$ cat src/rtl/rsc_pkg.sv
// Shared types, codes and digit helpers for the radix string converter.
`timescale 1ns / 1ps
`default_nettype none

package rsc_pkg;

    localparam int CFG_INDEX_BITS = 2;
    localparam int BASE_BITS      = 5;
    localparam int DIGIT_BITS     = 4;
    localparam int BUF_DEPTH      = 32;
    localparam int BUF_IDX_BITS   = 5;
    localparam int BUF_CNT_BITS   = 6;

    localparam logic [CFG_INDEX_BITS-1:0] CFG_INPUT_BASE  = 2'd0;
    localparam logic [CFG_INDEX_BITS-1:0] CFG_OUTPUT_BASE = 2'd1;

    localparam logic [BASE_BITS-1:0] BASE_MIN   = 5'd2;
    localparam logic [BASE_BITS-1:0] BASE_MAX   = 5'd16;
    localparam logic [BASE_BITS-1:0] BASE_RESET = 5'd10;
    localparam logic [BASE_BITS-1:0] DIGIT_NONE = 5'd16;

    localparam logic [7:0] ASCII_ZERO   = 8'h30;
    localparam logic [7:0] ASCII_NINE   = 8'h39;
    localparam logic [7:0] ASCII_UPPERA = 8'h41;
    localparam logic [7:0] ASCII_UPPERF = 8'h46;

    typedef struct packed {
        logic busy;
        logic done;
    } div_status_t;

    function automatic logic [BASE_BITS-1:0] clamp_base(input logic [BASE_BITS-1:0] b);
        logic [BASE_BITS-1:0] r;
        r = b;
        if (b < BASE_MIN) begin
            r = BASE_MIN;
        end else if (b > BASE_MAX) begin
            r = BASE_MAX;
        end
        return r;
    endfunction

    // Digit value of a character, or DIGIT_NONE when it is not a digit.
    function automatic logic [BASE_BITS-1:0] decode_char(input logic [7:0] c);
        logic [7:0] t;
        logic [BASE_BITS-1:0] r;
        t = 8'd0;
        r = DIGIT_NONE;
        if (c >= ASCII_ZERO && c <= ASCII_NINE) begin
            t = c - ASCII_ZERO;
            r = t[BASE_BITS-1:0];
        end else if (c >= ASCII_UPPERA && c <= ASCII_UPPERF) begin
            t = c - ASCII_UPPERA + 8'd10;
            r = t[BASE_BITS-1:0];
        end
        return r;
    endfunction

    function automatic logic [6:0] digit_to_ascii(input logic [DIGIT_BITS-1:0] d);
        logic [7:0] t;
        if (d < 4'd10) begin
            t = ASCII_ZERO + {4'd0, d};
        end else begin
            t = ASCII_UPPERA + {4'd0, d} - 8'd10;
        end
        return t[6:0];
    endfunction

endpackage

`default_nettype wire

$ cat src/rtl/radix_string_converter.sv
// Top level of the radix string converter: digit accumulation, conversion and emission.
//
//   Channel  Direction  Beat contents
//   s_       in         tdata[7:0] digit_char, tlast final_char
//   m_       out        tdata[6:0] out_char, tlast out_final, tuser overflowed/bad_digit
//   cfg_     in         cfg_index register number, cfg_data base value
//
// A character that is not marked last is accumulated into the value while the block stays ready.
// The last character starts the conversion: the bit-serial divider produces each output digit,
// then each digit is read from the buffer (ST_RD) and held on m_ (ST_OUT) until m_tready takes it.
// s_tready is low from the last character until the last digit beat is taken.
// Reset is synchronous on aresetn and sets both bases to ten.
`timescale 1ns / 1ps
`default_nettype none

module radix_string_converter #(
    parameter int VALUE_BITS = 32
) (
    input  wire logic                                 aclk,
    input  wire logic                                 aresetn,
    input  wire logic                                 s_tvalid,
    output logic                                      s_tready,
    input  wire logic [7:0]                           s_tdata,   // [7:0] digit_char
    input  wire logic                                 s_tlast,
    output logic                                      m_tvalid,
    input  wire logic                                 m_tready,
    output logic      [7:0]                           m_tdata,   // [6:0] out_char, [7] zero
    output logic                                      m_tlast,
    output logic      [1:0]                           m_tuser,   // [0] overflowed, [1] bad_digit
    input  wire logic                                 cfg_valid,
    output logic                                      cfg_ready,
    input  wire logic [rsc_pkg::CFG_INDEX_BITS-1:0]   cfg_index,
    input  wire logic [rsc_pkg::BASE_BITS-1:0]        cfg_data
);
    import rsc_pkg::*;

    localparam int PW = VALUE_BITS + BASE_BITS;

    typedef enum logic [2:0] {
        ST_ACC,
        ST_START,
        ST_DIV,
        ST_RD,
        ST_OUT
    } state_t;

    state_t                  state_reg, state_next;
    logic [BASE_BITS-1:0]    ibase_reg, ibase_next;
    logic [BASE_BITS-1:0]    obase_reg, obase_next;
    logic [VALUE_BITS-1:0]   acc_reg, acc_next;
    logic                    ovf_reg, ovf_next;
    logic                    bad_reg, bad_next;
    logic [BUF_CNT_BITS-1:0] cnt_reg, cnt_next;
    logic [BUF_IDX_BITS-1:0] idx_reg, idx_next;
    logic [DIGIT_BITS-1:0]   digit_reg;
    logic [DIGIT_BITS-1:0]   digit_mem [BUF_DEPTH];

    logic [BASE_BITS-1:0]    ib;
    logic [BASE_BITS-1:0]    ob;
    logic [BASE_BITS-1:0]    dval;
    logic [PW-1:0]           prod;
    logic                    div_start;
    logic                    wr_en;
    logic                    s_fire;
    logic                    m_fire;
    div_status_t             div_status;
    logic [VALUE_BITS-1:0]   div_quot;
    logic [DIGIT_BITS-1:0]   div_rem;

    rsc_divider #(
        .VALUE_BITS(VALUE_BITS)
    ) u_divider (
        .aclk     (aclk),
        .aresetn  (aresetn),
        .start    (div_start),
        .dividend (acc_reg),
        .divisor  (ob),
        .status   (div_status),
        .quotient (div_quot),
        .remainder(div_rem)
    );

    assign ib     = clamp_base(ibase_reg);
    assign ob     = clamp_base(obase_reg);
    assign dval   = decode_char(s_tdata);
    assign prod   = PW'(acc_reg) * PW'(ib) + PW'(dval);
    assign s_fire = s_tvalid && s_tready;
    assign m_fire = m_tvalid && m_tready;

    assign s_tready  = (state_reg == ST_ACC);
    assign cfg_ready = 1'b1;
    assign m_tvalid  = (state_reg == ST_OUT);
    assign m_tdata   = {1'b0, digit_to_ascii(digit_reg)};
    assign m_tlast   = (idx_reg == '0);
    assign m_tuser   = {bad_reg, ovf_reg};
    assign div_start = (state_reg == ST_START);
    assign wr_en     = (state_reg == ST_DIV) && div_status.done && (cnt_reg < BUF_CNT_BITS'(BUF_DEPTH));

    always_comb begin
        state_next = state_reg;
        ibase_next = ibase_reg;
        obase_next = obase_reg;
        acc_next   = acc_reg;
        ovf_next   = ovf_reg;
        bad_next   = bad_reg;
        cnt_next   = cnt_reg;
        idx_next   = idx_reg;
        if (cfg_valid) begin
            case (cfg_index)
                CFG_INPUT_BASE:  ibase_next = cfg_data;
                CFG_OUTPUT_BASE: obase_next = cfg_data;
                default: ;
            endcase
        end
        case (state_reg)
            ST_ACC: begin
                if (s_fire) begin
                    if (dval >= ib) begin
                        bad_next = 1'b1;
                    end else begin
                        acc_next = prod[VALUE_BITS-1:0];
                        if (|prod[PW-1:VALUE_BITS]) begin
                            ovf_next = 1'b1;
                        end
                    end
                    if (s_tlast) begin
                        state_next = ST_START;
                    end
                end
            end
            ST_START: begin
                state_next = ST_DIV;
            end
            ST_DIV: begin
                if (div_status.done) begin
                    acc_next = div_quot;
                    if (wr_en) begin
                        cnt_next = cnt_reg + 1'b1;
                        idx_next = cnt_reg[BUF_IDX_BITS-1:0];
                    end else begin
                        ovf_next = 1'b1;
                        idx_next = BUF_IDX_BITS'(BUF_DEPTH - 1);
                    end
                    state_next = (div_quot == '0) ? ST_RD : ST_START;
                end
            end
            ST_RD: begin
                state_next = ST_OUT;
            end
            ST_OUT: begin
                if (m_fire) begin
                    if (idx_reg == '0) begin
                        ovf_next   = 1'b0;
                        bad_next   = 1'b0;
                        cnt_next   = '0;
                        acc_next   = '0;
                        state_next = ST_ACC;
                    end else begin
                        idx_next   = idx_reg - 1'b1;
                        state_next = ST_RD;
                    end
                end
            end
            default: begin
                state_next = ST_ACC;
            end
        endcase
    end

    always_ff @(posedge aclk) begin
        idx_reg <= idx_next;
        if (!aresetn) begin
            state_reg <= ST_ACC;
            ibase_reg <= BASE_RESET;
            obase_reg <= BASE_RESET;
            acc_reg   <= '0;
            ovf_reg   <= 1'b0;
            bad_reg   <= 1'b0;
            cnt_reg   <= '0;
        end else begin
            state_reg <= state_next;
            ibase_reg <= ibase_next;
            obase_reg <= obase_next;
            acc_reg   <= acc_next;
            ovf_reg   <= ovf_next;
            bad_reg   <= bad_next;
            cnt_reg   <= cnt_next;
        end
    end

    always_ff @(posedge aclk) begin
        if (wr_en) begin
            digit_mem[cnt_reg[BUF_IDX_BITS-1:0]] <= div_rem;
        end
        if (state_reg == ST_RD) begin
            digit_reg <= digit_mem[idx_reg];
        end
    end

endmodule

`default_nettype wire

$ cat src/rtl/rsc_divider.sv
// Bit-serial restoring divider of a wide value by a small radix.
`timescale 1ns / 1ps
`default_nettype none

module rsc_divider #(
    parameter int VALUE_BITS = 32
) (
    input  wire logic                            aclk,
    input  wire logic                            aresetn,
    input  wire logic                            start,
    input  wire logic [VALUE_BITS-1:0]           dividend,
    input  wire logic [rsc_pkg::BASE_BITS-1:0]   divisor,
    output rsc_pkg::div_status_t                 status,
    output logic      [VALUE_BITS-1:0]           quotient,
    output logic      [rsc_pkg::DIGIT_BITS-1:0]  remainder
);
    import rsc_pkg::*;

    localparam int CW = (VALUE_BITS > 1) ? $clog2(VALUE_BITS) : 1;

    logic [VALUE_BITS-1:0] work_reg, work_next;
    logic [DIGIT_BITS-1:0] rem_reg, rem_next;
    logic [BASE_BITS-1:0]  dsr_reg, dsr_next;
    logic [CW-1:0]         cnt_reg, cnt_next;
    logic                  busy_reg, busy_next;
    logic                  done_reg, done_next;
    logic [BASE_BITS-1:0]  trial;
    logic [BASE_BITS-1:0]  diff;
    logic                  qbit;

    always_comb begin
        trial     = {rem_reg, work_reg[VALUE_BITS-1]};
        qbit      = (trial >= dsr_reg);
        diff      = trial - dsr_reg;
        work_next = work_reg;
        rem_next  = rem_reg;
        dsr_next  = dsr_reg;
        cnt_next  = cnt_reg;
        busy_next = busy_reg;
        done_next = 1'b0;
        if (start) begin
            work_next = dividend;
            rem_next  = '0;
            dsr_next  = divisor;
            cnt_next  = CW'(VALUE_BITS - 1);
            busy_next = 1'b1;
        end else if (busy_reg) begin
            work_next = {work_reg[VALUE_BITS-2:0], qbit};
            rem_next  = qbit ? diff[DIGIT_BITS-1:0] : trial[DIGIT_BITS-1:0];
            cnt_next  = cnt_reg - 1'b1;
            if (cnt_reg == '0) begin
                busy_next = 1'b0;
                done_next = 1'b1;
            end
        end
    end

    always_ff @(posedge aclk) begin
        work_reg <= work_next;
        rem_reg  <= rem_next;
        dsr_reg  <= dsr_next;
        cnt_reg  <= cnt_next;
        if (!aresetn) begin
            busy_reg <= 1'b0;
            done_reg <= 1'b0;
        end else begin
            busy_reg <= busy_next;
            done_reg <= done_next;
        end
    end

    assign status.busy = busy_reg;
    assign status.done = done_reg;
    assign quotient    = work_reg;
    assign remainder   = rem_reg;

endmodule

`default_nettype wire
$ cat config.mk
export PLATFORM = sky130hd
export DESIGN_NAME = radix_string_converter
export DESIGN_NICKNAME = d
export VERILOG_FILES = /design/src/rtl/rsc_pkg.sv /design/src/rtl/radix_string_converter.sv /design/src/rtl/rsc_divider.sv
export SDC_FILE = /design/constraint.sdc
export NUM_CORES = 1
export LEC_CHECK = 0
export BUFFER_PORTS_ARGS = -buffer_cell sky130_fd_sc_hd__buf_2
export CORE_MARGIN = 2
export CORE_UTILIZATION = 50
export DETAILED_ROUTE_END_ITERATION = 7
export PLACE_DENSITY_LB_ADDON = 0.15
export SYNTH_ARGS = -nofsm -noshare
export SYNTH_HDL_FRONTEND = slang
export SYNTH_HIERARCHICAL = 1
export SYNTH_SLANG_ARGS = --single-unit
$ cat constraint.sdc
create_clock -name aclk -period 5.7 [get_ports aclk]
set_input_delay 0.57 -clock aclk [delete_from_list [all_inputs] [get_ports aclk]]
set_output_delay 0.57 -clock aclk [all_outputs]
set_load 0.05 [all_outputs]
# --- Word level (Yosys, flattened, before mapping) ---
# Memories as Yosys holds them, arrays and structs flattened. A register that Yosys moved wholly into a read port is not among the register bits.
# Index checks and enable logic that the tools add are counted.
# Widths: inputs -> output; s select.
op_classes:
  n_reduce_logical: 26
  eq_ne: 16
  bitwise_logic: 2
  mul: 1
  n_addsub: 11
  order_cmp: 12
  muxes: 49
op_table:
  columns: ["cell", "n"]
  rows:
  - ["$mux 32", 7]
  - ["$pmux 32 s3", 1]
  - ["$mux 5", 9]
  - ["$add 37x5->37", 1]
  - ["$mul 32x5->37", 1]
  - ["$logic_not 32->1", 1]
  - ["$mux 6", 4]
  - ["$mux 1", 15]
  - ["$pmux 3 s5", 1]
  - ["$sub 5x1->5 const B", 3]
  - ["$ne 2x1->1 const B", 7]
  - ["$mux 3", 4]
  - ["$pmux 6 s2", 1]
  - ["$ge 5x5->1", 2]
  - ["$gt 5x5->1 const B", 2]
  - ["$logic_not 5->1", 2]
  - ["$lt 5x2->1 const B", 2]
  - ["$pmux 5 s2", 1]
  - ["$reduce_and 5->1", 2]
  - ["$ge 8x6->1 const B", 1]
  - ["$ge 8x7->1 const B", 1]
  - ["$le 8x6->1 const B", 1]
  - ["$le 8x7->1 const B", 1]
  - ["$ne 2x2->1 const B", 4]
  - ["31 further kinds", 43]
totals:
  n_memories: 1
  mem_bits_rw: 128
  ff_bits: 106
  inputBits: 21
  wordCells: 133
mem_list:
  columns: ["memory", "words", "width", "read_ports", "rd_ports_with_merged_regs", "write_ports", "line", "rtl"]
  rows:
  - ["digit_mem", 32, 4, 1, 1, 1, "radix_string_converter.sv:56", "logic [DIGIT_BITS-1:0] digit_mem [BUF_DEPTH];"]

# --- Logic depth before layout (Yosys ltp) ---
logic_depth:
  word_depth: 10
  ltp_mapped: 21
  ltp_nobuf: 21

# --- Hierarchy ---
# Netlist, hierarchy kept.
modules_own_cells:
  columns: ["module", "cells_each", "area_per_inst_um2", "n_inst"]
  rows:
  - ["radix_string_converter", 1410, 14189.9, 1]
  - ["rsc_divider", 150, 2159.6, 1]

# --- Worst setup path after synthesis ---
# OpenSTA, ideal clock, no wires.
synth_path:
  path_kind: "input port to flip-flop"
  startpoint: "input s_tdata[1]"
  endpoint: "register ovf_reg"
  setup_time_ns: 0.120
  path_stages: 20
  arrival_time_ns: 5.472
  slack_ns: 0.108
  t_required_ns: 5.580
  n_path_buf: 0
  cell_sequence: "inv_1 > ha_1 > o21bai_1 > a2111oi_0 > a21oi_1 > fa_1 > inv_1 > fa_1 > fa_1 > inv_1 > ha_1 > a211oi_1 > o211ai_1 > a21oi_2 > o221ai_1 > and3_1 > o31a_1 > xnor2_1 > o311ai_1 > o31a_1"
synth_between:
  elab_chain_cells: 8
  elab_cells_between_ends: 17
synth_lines:
  columns: ["element", "line", "rtl"]
  rows:
  - ["start: declaration", "radix_string_converter.sv:23", "input wire logic [7:0] s_tdata,"]
  - ["$sub 5x1->5 (tied with other cells)", "rsc_pkg.sv:53", "t = c - ASCII_UPPERA + 8'd10;"]
  - ["$add 5x4->5 / $logic_and 1x1->1 (equally long branches)", "rsc_pkg.sv:53, rsc_pkg.sv:52", null]
  - ["$mux 5", "rsc_pkg.sv:52", "end else if (c >= ASCII_UPPERA && c <= ASCII_UPPERF) begin"]
  - ["$mux 5 *", "rsc_pkg.sv:49", "if (c >= ASCII_ZERO && c <= ASCII_NINE) begin"]
  - ["$add 37x5->37", "radix_string_converter.sv:86", "assign prod = PW'(acc_reg) * PW'(ib) + PW'(dval);"]
  - ["$reduce_or 5->1", "radix_string_converter.sv:122", "if (|prod[PW-1:VALUE_BITS]) begin"]
  - ["$ne 2x1->1 (no line)", null, null]
  - ["$reduce_and 8->1 (no line) *", null, null]
  - ["end signal: assignment", "radix_string_converter.sv:185", "ovf_reg <= ovf_next;"]
  - ["end: declaration", "radix_string_converter.sv:51", "logic ovf_reg, ovf_next;"]
# Mark *: on every way between the ends. The rest lies on a longest branch, timed or not.
# A chain may end at the register's enable or synchronous reset.

# --- Final worst setup path ---
# Ends and elaborated chain as after synthesis.

==> run metrics <==
total grt overflow=0; status=complete, no violations; Synth Instances=1,559; final hold violation count=0; R2R depth=19; Total Wirelength=~36,000 um; Placer Congestion=around 0.85; DP Cell Count=1,988; worst slew pin tran=between 1 and 1.5 ns; Hold Path Stages=3; Mean Syn Cell Area=10.5 um2; # port buffers=32; initial antenna violation count=0; ANT nets after route=0; first-pass GRT wire length=between 50,000 and 60,000 um; Pins Over Slew Limit=0; Util after Layout=0.553; Inserted Clock Buffers=27; CP Class=in2reg; Worst Hold Slack=0.258 ns; minimum clock period=5.12 ns; NumNets Final=1,785; drt first pass iters=5; Die Width=185 um; Die H=185 um; GRT Total Usage=0.218; Critical Path RT=between 6 and 7 ns; area growth from synthesis to layout=9.59%; Clk pin slew, worst setup/hold paths=0.06 ns; crit path capture type=register; Fmax=195 MHz; number of diodes=0; Max-Cap Viols=0; RSZ-0062 raised after global routing=no; CTS tree=yes; # hold bufs at CTS=0; ratio of cells with drive above 1 in the final layout=0.109; total core area=approximately 32,000 um2; CTS Sinks=~240; Clk Tree Root Cell=clkbuf_16; die area=34,100 um2; pwr dens=~280 nW/um2; Peak VDD IR=between 0.0002 and 0.0003 V; Final Non-Filler Cells=2,038; WL/cell=17.8 um; Hold Path Class=in2reg; # DRC=0; post-CTS sizing=0; pin count of the biggest net entering global routing=52; via count=around 11,000; Yosys warnings=6; placed instance area=17,000 um2; vias in the first global route=11,300; startpoint types=primary input; Leak=7.84 nW; setup TNS=0 ns; Starting Density=0.505; Final period util=0.899; Vias/cell=5.50; Slew Limit Headroom=0.175; Crit Path Max Fanout=4; synthesized net count=1,769; FP Rows=66; gr busiest metal=met2; 1st-iter DRT viols=~550; CP arrival=5.56 ns; Final Skew=0.0113 ns; max reg flops=128; grt met1 use=0.278; Detailed Place HPWL=26,600 um; met3 Usage GRT=0.0250; post-CTS setup buffers=0; Mapped Area=16,300 um2; CTS H-tree depth=1; final non-filler cell area=17,900 um2; Top Ports=35; Final setup viols=0; M2 GR Usage=0.394; Max Root-Sink Buffers=3; worst skew pair latency=between 0.5 and 0.6 ns
-- final cells by class --
cell class | instances | area, um2
Fill cell | 2914 | 14500
Tap cell | 442 | 553
Inverter | 187 | 702
Clock inverter | 12 | 126
Timing Repair Buffer | 61 | 390
Sequential cell | 238 | 6510
Multi-Input combinational cell | 1060 | 8840
Clock buffer | 38 | 788
-- worst paths after layout --
| kind | endpoint | slack [ns] | start |
|---|---|---|---|
| setup / recovery | ovf_reg | 0.58 | s_tdata[1] |
| hold / removal | obase_reg[1] | 0.26 | cfg_data[1] |
| setup reg to reg | ovf_reg | 0.59 | ibase_reg[4] |
| hold reg to reg | cnt_reg[5] | 0.50 | cnt_reg[5] |
-- power by group --
| group | switching (mW) | total, mW | internal [mW] |
|---|---|---|---|
| sequential | 0.119 | 2.21 | 2.09 |
| clock | 0.696 | 1.75 | 1.06 |
| combinational | 0.690 | 1.10 | 0.412 |
| total | 1.50 | 5.07 | 3.56 |
-- per-layer routing --
metal | part of all wire | vias up
li1 | - | 5408
met5 | 0 | -
met4 | 0.024 | 0
met1 | 0.43 | 5556
met2 | 0.51 | 192
met3 | 0.036 | 58
-- stage by stage --
stage          setup slack, ns  power [mW]
3_5_place_dp          -0.00976        3.35
3_3_place_gp            0.0605        3.33
5_1_grt                  0.332        5.34
6_report                 0.577        5.07
4_1_cts                  0.539        5.12
2_1_floorplan            0.108        3.00
-- placed cells by master (no fill, tap or decap), types with 9 or more instances in the layout --
cell type	n
inv_1	186
edfxtp_1	174
and2_1	133
nand2_1	123
nor2_1	106
fa_1	96
ha_1	93
dfxtp_1	64
a21oi_1	61
o21ai_0	45
mux2i_1	45
buf_2	32
mux2_2	31
clkbuf_16	28
buf_4	28
a22oi_1	27
xnor2_1	22
o211a_1	19
a21o_1	18
nor2b_1	16
mux4_2	16
xor2_1	16
nand3_1	15
nand2b_1	13
nor4_1	11
nor3_1	9
o221ai_1	9
o22ai_1	9
o21ai_1	9
-- critical path, cell delays in order --
cell and delay (ns):
buf_2 0.12, inv_1 0.07, ha_1 0.16, or3b_2 0.45, and4_1 0.26, a21oi_1 0.23, fa_1 0.45, inv_1 0.08
fa_1 0.43, fa_1 0.55, inv_1 0.04, ha_1 0.30, a211oi_1 0.30, o21ai_1 0.14, a211oi_1 0.28, buf_4 0.18
o21ai_1 0.09, o21ai_1 0.18, mux2i_1 0.20, nand4b_1 0.13, o31a_1 0.32
(Power assumes the default switching activity.)
